### src/rtl/sfm_pkg.sv
`timescale 1ns / 1ps
// ----------------------------------------------------------------------------
// sfm_pkg: shared constants and types for the single-precision multiplier.
// Field positions of the single-precision format and the split of the
// mantissa into high and low parts.
// ----------------------------------------------------------------------------
package sfm_pkg;
    localparam int unsigned FRAC_W  = 23;
    localparam int unsigned EXP_W   = 8;
    localparam int unsigned LO_W    = 11;
    localparam int unsigned HI_W    = 13;
    localparam int unsigned EST_W   = 26;
    localparam logic [EXP_W:0] EXP_BIAS = 9'd127;
    localparam logic [EST_W-1:0] EST_ADD = 26'd2;

    typedef logic [31:0] word_t;
endpackage

### src/rtl/sfm_core.sv
`timescale 1ns / 1ps
// ----------------------------------------------------------------------------
// sfm_core: product arithmetic.
// Combinational sign, exponent and truncated mantissa estimate from two
// registered operands.
// ----------------------------------------------------------------------------
module sfm_core
(
    input  sfm_pkg::word_t a,
    input  sfm_pkg::word_t b,
    output sfm_pkg::word_t p
);
    import sfm_pkg::*;

    logic [HI_W-1:0]  hia, hib;
    logic [LO_W-1:0]  loa, lob;
    logic [2*HI_W-1:0] hh;
    logic [HI_W+LO_W-1:0] hl, lh;
    logic [EST_W-1:0] est;
    logic             carry;
    logic [FRAC_W-1:0] frac;
    logic [EXP_W-1:0]  expo;

    // Split each mantissa with its hidden one.
    assign hia = {1'b1, a[FRAC_W-1:LO_W]};
    assign hib = {1'b1, b[FRAC_W-1:LO_W]};
    assign loa = a[LO_W-1:0];
    assign lob = b[LO_W-1:0];

    // Partial products; the low-times-low term is dropped.
    assign hh  = hia * hib;
    assign hl  = hia * lob;
    assign lh  = hib * loa;
    assign est = hh + EST_W'(hl >> LO_W) + EST_W'(lh >> LO_W) + EST_ADD;

    // Normalise: the leading one is at bit 24 or bit 25.
    assign carry = est[EST_W-1];
    assign frac  = carry ? est[EST_W-2:EST_W-1-FRAC_W] : est[EST_W-3:EST_W-2-FRAC_W];
    assign expo  = EXP_W'({1'b0, a[30:23]} + {1'b0, b[30:23]} - EXP_BIAS
                          + {{EXP_W{1'b0}}, carry});

    assign p = {a[31] ^ b[31], expo, frac};
endmodule

### src/rtl/single_float_multiplier.sv
`timescale 1ns / 1ps
// ----------------------------------------------------------------------------
// single_float_multiplier: approximate single-precision multiply.
// Truncated mantissa, wrapping exponent, no special-value handling.
// ----------------------------------------------------------------------------
// Usage:
// A request carries operand_a and operand_b and is taken on a rising edge
// with in_valid high and in_stall low. Each request yields one product on
// the output channel, taken when out_valid is high and out_stall low.
// The operands are registered, the arithmetic sits between that register
// and the result register, and out_valid is driven by the result register.
// One request is accepted every cycle while in_stall is low; each of the two
// register stages is free whenever it is empty or the one after it moves.
// When the receiver stalls the product holds and the pipeline fills;
// in_stall rises only once both stages hold items.
// Reset clears both valid flags; no request is lost or repeated.
// ----------------------------------------------------------------------------
module single_float_multiplier
(
    input  logic           clk,
    input  logic           rst_n,
    input  logic           in_valid,
    output logic           in_stall,
    input  sfm_pkg::word_t operand_a,
    input  sfm_pkg::word_t operand_b,
    output logic           out_valid,
    input  logic           out_stall,
    output sfm_pkg::word_t product
);
    import sfm_pkg::*;

    logic  a_valid_reg, p_valid_reg;
    word_t a_reg, b_reg, p_reg, p_next;
    logic  adv_p, adv_a;

    // Stage enables.
    assign adv_p    = !p_valid_reg || !out_stall;
    assign adv_a    = !a_valid_reg || adv_p;
    assign in_stall = !adv_a;

    sfm_core u_core (.a(a_reg), .b(b_reg), .p(p_next));

    // Valid flags.
    always_ff @(posedge clk or negedge rst_n)
    begin
        if (!rst_n)
        begin
            a_valid_reg <= 1'b0;
            p_valid_reg <= 1'b0;
        end
        else
        begin
            if (adv_a)
                a_valid_reg <= in_valid;
            if (adv_p)
                p_valid_reg <= a_valid_reg;
        end
    end

    // Payload registers.
    always_ff @(posedge clk)
    begin
        if (adv_a && in_valid)
        begin
            a_reg <= operand_a;
            b_reg <= operand_b;
        end
        if (adv_p && a_valid_reg)
            p_reg <= p_next;
    end

    assign out_valid = p_valid_reg;
    assign product   = p_reg;

    // A stalled product must hold.
    a_hold: assert property (@(posedge clk) disable iff (!rst_n)
        out_valid && out_stall |=> out_valid && $stable(product))
        else $error("product changed under stall");

    // Input is stalled only when both stages are full.
    a_full: assert property (@(posedge clk) disable iff (!rst_n)
        in_stall |-> a_valid_reg && p_valid_reg && out_stall)
        else $error("input stalled with free stage");

    // An accepted request reaches the output stage next cycle when free.
    a_flow: assert property (@(posedge clk) disable iff (!rst_n)
        a_valid_reg && adv_p |=> p_valid_reg)
        else $error("request lost between stages");
endmodule
### config.mk
export PLATFORM = sky130hd
export DESIGN_NAME = single_float_multiplier
export DESIGN_NICKNAME = d
export VERILOG_FILES = /design/src/rtl/sfm_pkg.sv /design/src/rtl/sfm_core.sv /design/src/rtl/single_float_multiplier.sv
export SDC_FILE = /design/constraint.sdc
export NUM_CORES = 1
export LEC_CHECK = 0
export ABC_AREA = 1
export BUFFER_PORTS_ARGS = -buffer_cell sky130_fd_sc_hd__buf_2
export CORE_UTILIZATION = 40
export DETAILED_ROUTE_END_ITERATION = 8
export GPL_ROUTABILITY_DRIVEN = 0
export PLACE_DENSITY = 0.61
export SYNTH_ARGS = -nofsm -noshare
export SYNTH_HDL_FRONTEND = slang
export SYNTH_SLANG_ARGS = --single-unit
### constraint.sdc
create_clock -name clk -period 24.2 [get_ports clk]
set_input_delay 1.21 -clock clk [delete_from_list [all_inputs] [get_ports clk]]
set_output_delay 1.21 -clock clk [all_outputs]
set_load 0.1 [all_outputs]
==> results of run 1 <==
worst max-delay path, delay by kind of cell (launching register included):
family / cells / cell delay, ns
xor+xnor: 1 / 0.11
buf+inv: 10 / 0.50
compound gates: 3 / 0.62
flops: 1 / 0.99
simple gates: 17 / 2.24
fa+ha+maj: 15 / 6.88
kinds of logic after synthesis:
group                    Yosys count  synth area share, %
flip-flops                        98                 14.4
buffers and inverters            831                 15.5
adder cells (fa/ha/maj)          557                 46.8
XOR/XNOR                          39                 1.68
AO/OA/AOI/OAI                     98                 2.64
AND/OR/NAND/NOR                  963                 18.9
how the worst max path moves through the flow:
| stage | startpoint | end | slack (ns) | cells after the start |
|---|---|---|---|---|
| after floorplan | a_reg[22] | product[29] | 13.72 | 49 |
| after global placement | a_reg[22] | product[29] | 12.74 | 50 |
| final | a_reg[22] | product[29] | 12.59 | 46 |
| after detailed placement | a_reg[22] | product[29] | 12.61 | 47 |
| after global routing | b_reg[21] | product[29] | 11.79 | 52 |
| after CTS | a_reg[22] | product[29] | 12.55 | 47 |
layer usage:
metal	vias to the layer above	share of wire [%]	global-route usage, %
met5	-	0	0
met4	0	1.9	5.07
met3	64	5.2	3.42
met2	369	49	34.0
met1	7832	44	26.5
li1	7600	-	-
metrics by stage:
step / utilization [%] / cell area [um2]
6_report: 43.5 / 21800
4_1_cts: 43.5 / 21800
3_3_place_gp: 42.9 / 21500
3_5_place_dp: 42.9 / 21500
2_1_floorplan: - / 20300
5_1_grt: 43.5 / 21800
cell usage after synthesis:
master      n  area (um2)
nand4_1    13        81.3
o21bai_1    5        37.5
fa_1      339        6790
buf_6       3        33.8
a21boi_0    5        37.5
a211oi_1    1        7.51
clkbuf_1   70         263
nand2_2    15        93.8
nor2_2      3        18.8
ha_1      218        2730
buf_12      1        20.0
nor3_1     13        65.1
nor2_1     86         323
inv_2       1        3.75
a21oi_1    57         285
edfxtp_1   96        2880
and2_1      1        6.26
a21o_1      6        45.0
inv_1     756        2840
o211ai_1    1        7.51
nand3b_1    2        15.0
nand3_2     2        20.0
xor2_1     22         193
xnor2_1    17         149
nor2_4      2        22.5
nand2_4     2        22.5
nor4_1      3        18.8
dfrtp_1     2        50.1
o21ai_0    23         115
nand2_1   764        2870
nand3_1    57         285
area by class of cell:
type / count / area, um2 / area share (%)
Multi-Input combinational cell: 1657 / 14200 / 65.3
Tap cell: 672 / 841 / 3.85
Sequential cell: 98 / 2930 / 13.4
Clock inverter: 7 / 81.3 / 0.373
Clock buffer: 9 / 225 / 1.03
Timing Repair Buffer: 122 / 663 / 3.04
Inverter: 757 / 2840 / 13.0
==> flow_summary.ini, run 1 <==
[timing]
setup_viol = 0
holdWs_ns = 0.501
fmax_ghz = 0.0861
hold_violations = 0
rsz0062_at_grt = no
maxSlewViolCount = 0
fin_tns_setup_ns = 0
setup_slack_ns = 12.59
worstMarginPinSlew_ns = 1.03
worst_clock_skew_ns = 0.0197
slew_headroom_pct = 30.9
period_minus_slack_ns = 11.61
fin_crit_sh_pct = 48.0

[critical_path]
regToRegSetupSlack_ns = 12.59
cp_max_fo = 24
reg2regPathDepth = 46
cp-end-kind = flop
crit_type = reg -> reg
r2r-end = product[29]
crit_top_cell = fa_1
r2r_start = a_reg[22]
worstPathArrival_ns = 11.77
cp-start-kind = flop
worstPathRequired_ns = 24.35
slowest_delay_ns = 0.99
critPathSlowestCell = edfxtp_1

[global_routing]
antenna_found_initial = 1
overflow = 0
track_usage_pct = 20.1
grt_first_pass_wirelength_um = 81900
grt_max_degree = 65
grt_pass1_vias = 16700

[place]
portBuffers = 101
dp_slack_ns = 12.61
dp.cells = 3306
dp_hpwl_um = 39000

[cts]
cts_setup_buffers = 0
cts_hold_buffers = 0
h-tree-depth = 3
cts.sinks = 98
clkTransAtPathRegs_ns = 0.09
cts_buffer_depth = 2
cts_buffers = 9
clockRootBuffer = clkbuf_16
cts_tree = done
cts_resized = 0
clk_latency_ns = 0.40

[min_path]
min_path_cells = 2
min_from = a_valid_reg
min_path_type = reg -> reg
holdPathEnd = out_valid

[floorplan]
num_rows = 82
start_util_pct = 40.5
die_y_um = 227
pin_count = 102
die_w_um = 227
dieArea_um2 = 51700
coreArea_um2 = 50200

[logic_synthesis]
synth.avg_cell_area_um2 = 7.86
ys_warn_count = 0
ys_ff_latch = 98
syn_inst = 2586
synth.yosys.seq_area_share_pct = 14.4
yosysUniqueCellTypes = 31
synth_area_um2 = 20300
syn_nets = 3211

[final_layout]
layout_commonest_cell = nand2_1
n_antenna_cell = 0
drive_gt1_share_pct = 6.23
final_cell_mix = nand2_1, inv_1, fa_1, ha_1, buf_2
area.growth.synth_to_final_pct = 7.41
nFillCells = 5027
nets = 3270
instances_no_fill = 3322

[detailed_routing]
wl_um = 48100
avgViaCountPerCell = 4.78
wire_per_inst_um = 14.5
drt_iter0_drc = 854
vias = 15900
drcViolationCount = 0
firstDrtPassIters = 5
drtAntennaViolNets = 0

[run_status]
status = finished clean

[flow_run]
cap_violations = 0
Power of run 1 is not shown: default switching activity piles up to over one toggle a cycle in this logic, so the estimate is an artifact.
==> run 2, diff against run 1 <==
PLACE_DENSITY = 0.63   (was 0.61)
clock period = 9.7 ns   (was 24.2 ns; I/O delays follow)
==> run 2 against run 1 <==
Effect of this change:
- the flow now finishes with violations (negative setup slack)
- clock skew hardly changed
- setup slack got worse by 13 ns
- non-clock buffer count grew 261
- flip-flop and latch count stayed put
- sequential share of layout area decreased by 1.6 points
- hold slack got worse by 0.26 ns
- first-iteration DRC count is 4.3% lower
- critical path type unchanged
- highest routed layer unchanged
==> flow_summary.ini, run 2 (same netlist as run 1, synthesis figures left out) <==
[detailed_routing]
drcViolationCount = 0
wl_um = 54500
wire_per_inst_um = 15.2
avgViaCountPerCell = 4.68
firstDrtPassIters = 6
drtAntennaViolNets = 0
vias = 16800
drt_iter0_drc = 817

[critical_path]
cp-end-kind = flop
path_depth = 50
cp_max_fo = 6
path_delay_family = adder cells
crit_type = reg -> reg
worstPathArrival_ns = 10.33
critPathSlowestCell = fa_2
cp-start-kind = flop
reg2regPathDepth = 50
worstPathRequired_ns = 9.86
crit_top_cell = fa_1
slowest_delay_ns = 0.57
worst-path-buf-inv = 14

[final_layout]
area.growth.synth_to_final_pct = 22.2
final_cell_mix = inv_1, nand2_1, fa_1, buf_4, ha_1
n_antenna_cell = 0
drive_gt1_share_pct = 20.7
nFillCells = 4711
nets = 3531
layout_commonest_cell = inv_1
multi_input_area_um2 = 15100
post-route-util_pct = 49.5
regArea_um2 = 2930

[timing]
hold_violations = 0
worst_clock_skew_ns = 0.0201
fin_crit_sh_pct = 105
slew_headroom_pct = 33.8
setup_viol = 7
rsz0062_at_grt = yes
fmax_ghz = 0.0983
period_minus_slack_ns = 10.18
setup_slack_ns = -0.476
worstMarginPinSlew_ns = 0.990
maxSlewViolCount = 0

[floorplan]
dieArea_um2 = 51700
coreArea_um2 = 50200
start_util_pct = 40.5
die_y_um = 227
pin_count = 102
die_w_um = 227
num_rows = 82

[global_routing]
top_usage_layer = met2
grt_pass1_vias = 17800
overflow = 0
met3_usage_pct = 2.84
grt_max_degree = 53
grt_first_pass_wirelength_um = 88900
met2_usage_pct = 38.5
track_usage_pct = 22.1
antenna_found_initial = 0
use_met1_pct = 27.6

[min_path]
min_path_cells = 1
min_path_type = in -> reg

[cts]
clk_latency_ns = 0.41
cts_buffer_depth = 2
clockRootBuffer = clkbuf_16
cts.sinks = 98
clkTransAtPathRegs_ns = 0.09
h-tree-depth = 3
cts_buffers = 9
cts_tree = done

[run_status]
violations = negative setup slack
status = finished with violations

[flow_run]
cap_violations = 0

[place]
portBuffers = 101
dp_hpwl_um = 44300
[run 2: worst register-to-register path: cells and delay by family (launching register included)]
family / cells / cell delay (ns)
adders and majority gates: 15 / 6.18
AOI/OAI and AO/OA: 4 / 0.61
buffers and inverters: 14 / 1.25
DFF: 1 / 0.43
and+or+nand+nor: 15 / 1.25
xor gates and xnor gates: 2 / 0.26
[run 2: metal layers]
layer  up-vias  share of wire, %
met5         -                 0
li1       8123                 -
met1      8139                42
met2       415                50
met4         0               4.0
met3        87               4.2
[run 2: worst paths after layout]
| check | start | to | slack [ns] |
|---|---|---|---|
| setup / recovery | a_reg[16] | product[29] | -0.48 |
| hold / removal | operand_b[24] | b_reg[24] | 0.24 |
| setup reg to reg | a_reg[16] | product[29] | -0.48 |
| hold reg to reg | a_valid_reg | out_valid | 0.50 |
| max in group asynchronous | rst_n | out_valid | 9.22 |
| min in group asynchronous | rst_n | a_valid_reg | 0.39 |
[run 2: layout make-up]
class,instances,share of cell area [%]
Multi-Input combinational cell,1657,60.7
Sequential cell,98,11.8
Inverter,757,11.4
Timing Repair Buffer,383,11.4
Tap cell,672,3.39
Clock buffer,9,0.907
Clock inverter,7,0.328
[run 2: stage by stage]
stage | TNS [ns] | worst slack, ns | hold slack, ns | instances | area [um2]
finish | -1.82 | -0.476 | 0.243 | 3583 | 24800
global route | -4.31 | -0.823 | 0.232 | 3583 | 24800
CTS | -1.37 | -0.398 | 0.222 | 3568 | 24400
detailed placement | -3.09 | -0.662 | 0.273 | 3503 | 23300
global placement | -2.28 | -0.527 | 0.270 | 3503 | 23300
floorplan | -0.135 | -0.135 | 0.189 | 2586 | 20700
[run 2: repair_timing]
| item | 4_1_cts | 5_1_grt |
|---|---|---|
| gates resized for setup | 117 | 89 |
| pin swaps | 71 | 48 |
| endpoints found under the hold margin | 2 | 0 |
| setup buffers | 48 | 15 |
| hold buffers | 1 | 0 |
| setup endpoints to repair | 7 | 31 |
Power of run 2 is left out for the same reason.
==> run 3, diff against run 2 <==
PLACE_DENSITY = 0.61   (was 0.63)
==> run 3 against run 2 <==
Effect of this change:
- the run still ends with negative setup slack left
- die area stayed put
- cell area is 0.15% higher
- count of clock-buffer cells in the layout stayed put
- non-clock buffer count is 6 lower
- hold slack better by 0.0036 ns
- fmax is 1.2% higher
- largest cell class unchanged
- highest routed layer unchanged
==> flow_summary.ini, run 3 (same netlist as run 1, synthesis figures left out) <==
[timing]
period_minus_slack_ns = 10.05
hold_violations = 0
worst_clock_skew_ns = 0.0156
fin_tns_setup_ns = -0.987
maxSlewViolCount = 0
worstMarginPinSlew_ns = 1.01
rsz0062_at_grt = yes
setup_viol = 7
slew_headroom_pct = 32.4
fin_crit_sh_pct = 104
setup_slack_ns = -0.353
fmax_ghz = 0.0995

[critical_path]
path_depth = 49
cp-start-kind = flop
path_delay_family = adder cells
reg2regPathDepth = 49
cp-end-kind = flop
worstPathRequired_ns = 9.87
slowest_delay_ns = 0.56
cp_max_fo = 17
worstPathArrival_ns = 10.22
crit_type = reg -> reg
critPathSlowestCell = fa_1
worst-path-buf-inv = 11
crit_top_cell = fa_1

[global_routing]
grt_first_pass_wirelength_um = 87800
grt_pass1_vias = 17800
grt_max_degree = 65
overflow = 0
track_usage_pct = 21.8
antenna_found_initial = 0

[place]
dp_slack_ns = -0.747
dp_hpwl_um = 43600
portBuffers = 101

[cts]
cts_buffers = 9
clkTransAtPathRegs_ns = 0.09
cts_tree = done
clockRootBuffer = clkbuf_16
cts_buffer_depth = 2
clk_latency_ns = 0.41
h-tree-depth = 3
cts.sinks = 98

[floorplan]
pin_count = 102
num_rows = 82
die_y_um = 227
start_util_pct = 40.5
dieArea_um2 = 51700
coreArea_um2 = 50200
die_w_um = 227

[min_path]
min_path_cells = 1
min_path_type = in -> reg

[final_layout]
n_antenna_cell = 0
drive_gt1_share_pct = 20.2
final_cell_mix = inv_1, nand2_1, fa_1, buf_4, ha_1
area.growth.synth_to_final_pct = 22.4
post-route-util_pct = 49.6
layout_commonest_cell = inv_1
nets = 3525

[detailed_routing]
vias = 16700
avgViaCountPerCell = 4.67
drt_iter0_drc = 799
drtAntennaViolNets = 0
wl_um = 52700
firstDrtPassIters = 5
drcViolationCount = 0
wire_per_inst_um = 14.7

[flow_run]
cap_violations = 0

[run_status]
violations = negative setup slack
status = finished with violations
run 3: worst paths after layout:
check / slack [ns] / to / start
worst min register to register: 0.50 / out_valid / a_valid_reg
min in group asynchronous: 0.40 / out_valid / rst_n
max in group asynchronous: 9.21 / a_valid_reg / rst_n
worst max-delay path: -0.35 / product[29] / b_reg[19]
worst min-delay path: 0.25 / b_reg[27] / operand_b[27]
worst max register to register: -0.35 / product[29] / b_reg[19]
run 3: repair_timing:
item                       in CTS  in global routing
cloned                          1                  1
gates resized for setup       155                 61
hold endpoints to repair        2                  0
pin swaps                      80                 48
hold buffers                    1                  0
buffers inserted               49                 17
setup endpoints to repair       8                 31
run 3: cell type report:
type                            instances  area [um2]
Inverter                              757        2840
Sequential cell                        98        2930
Clock buffer                            9         225
Tap cell                              672         841
Timing Repair Buffer                  377        2850
Multi-Input combinational cell       1657       15100
Clock inverter                          7        81.3
Fill cell                            4795       25300
run 3: worst register-to-register path, delay by kind of cell (launching register included):
kind / cells / cell delay, ns
AND/OR/NAND/NOR: 20 / 1.91
adder cells (fa/ha/maj): 15 / 6.16
XOR/XNOR: 1 / 0.11
buffers and inverters: 11 / 0.88
AO/OA/AOI/OAI: 2 / 0.25
flip-flops: 1 / 0.50
run 3: metal layers:
metal  track usage [%]  wire length, um  vias to the layer above
met5                 0                0                        -
met1              26.9            22300                     8193
li1                  -                -                     8104
met2              38.2            26200                      336
met3              2.94             2030                       81
met4              9.20             2200                        0
run 3: per-stage QoR:
stage	hold WS, ns	instances	instance area, um2
finish	0.247	3577	24900
global route	0.229	3577	24900
CTS	0.219	3568	24600
global placement	0.269	3502	23300
detailed placement	0.273	3502	23300
floorplan	0.189	2586	20700
Power of run 3 is left out for the same reason.
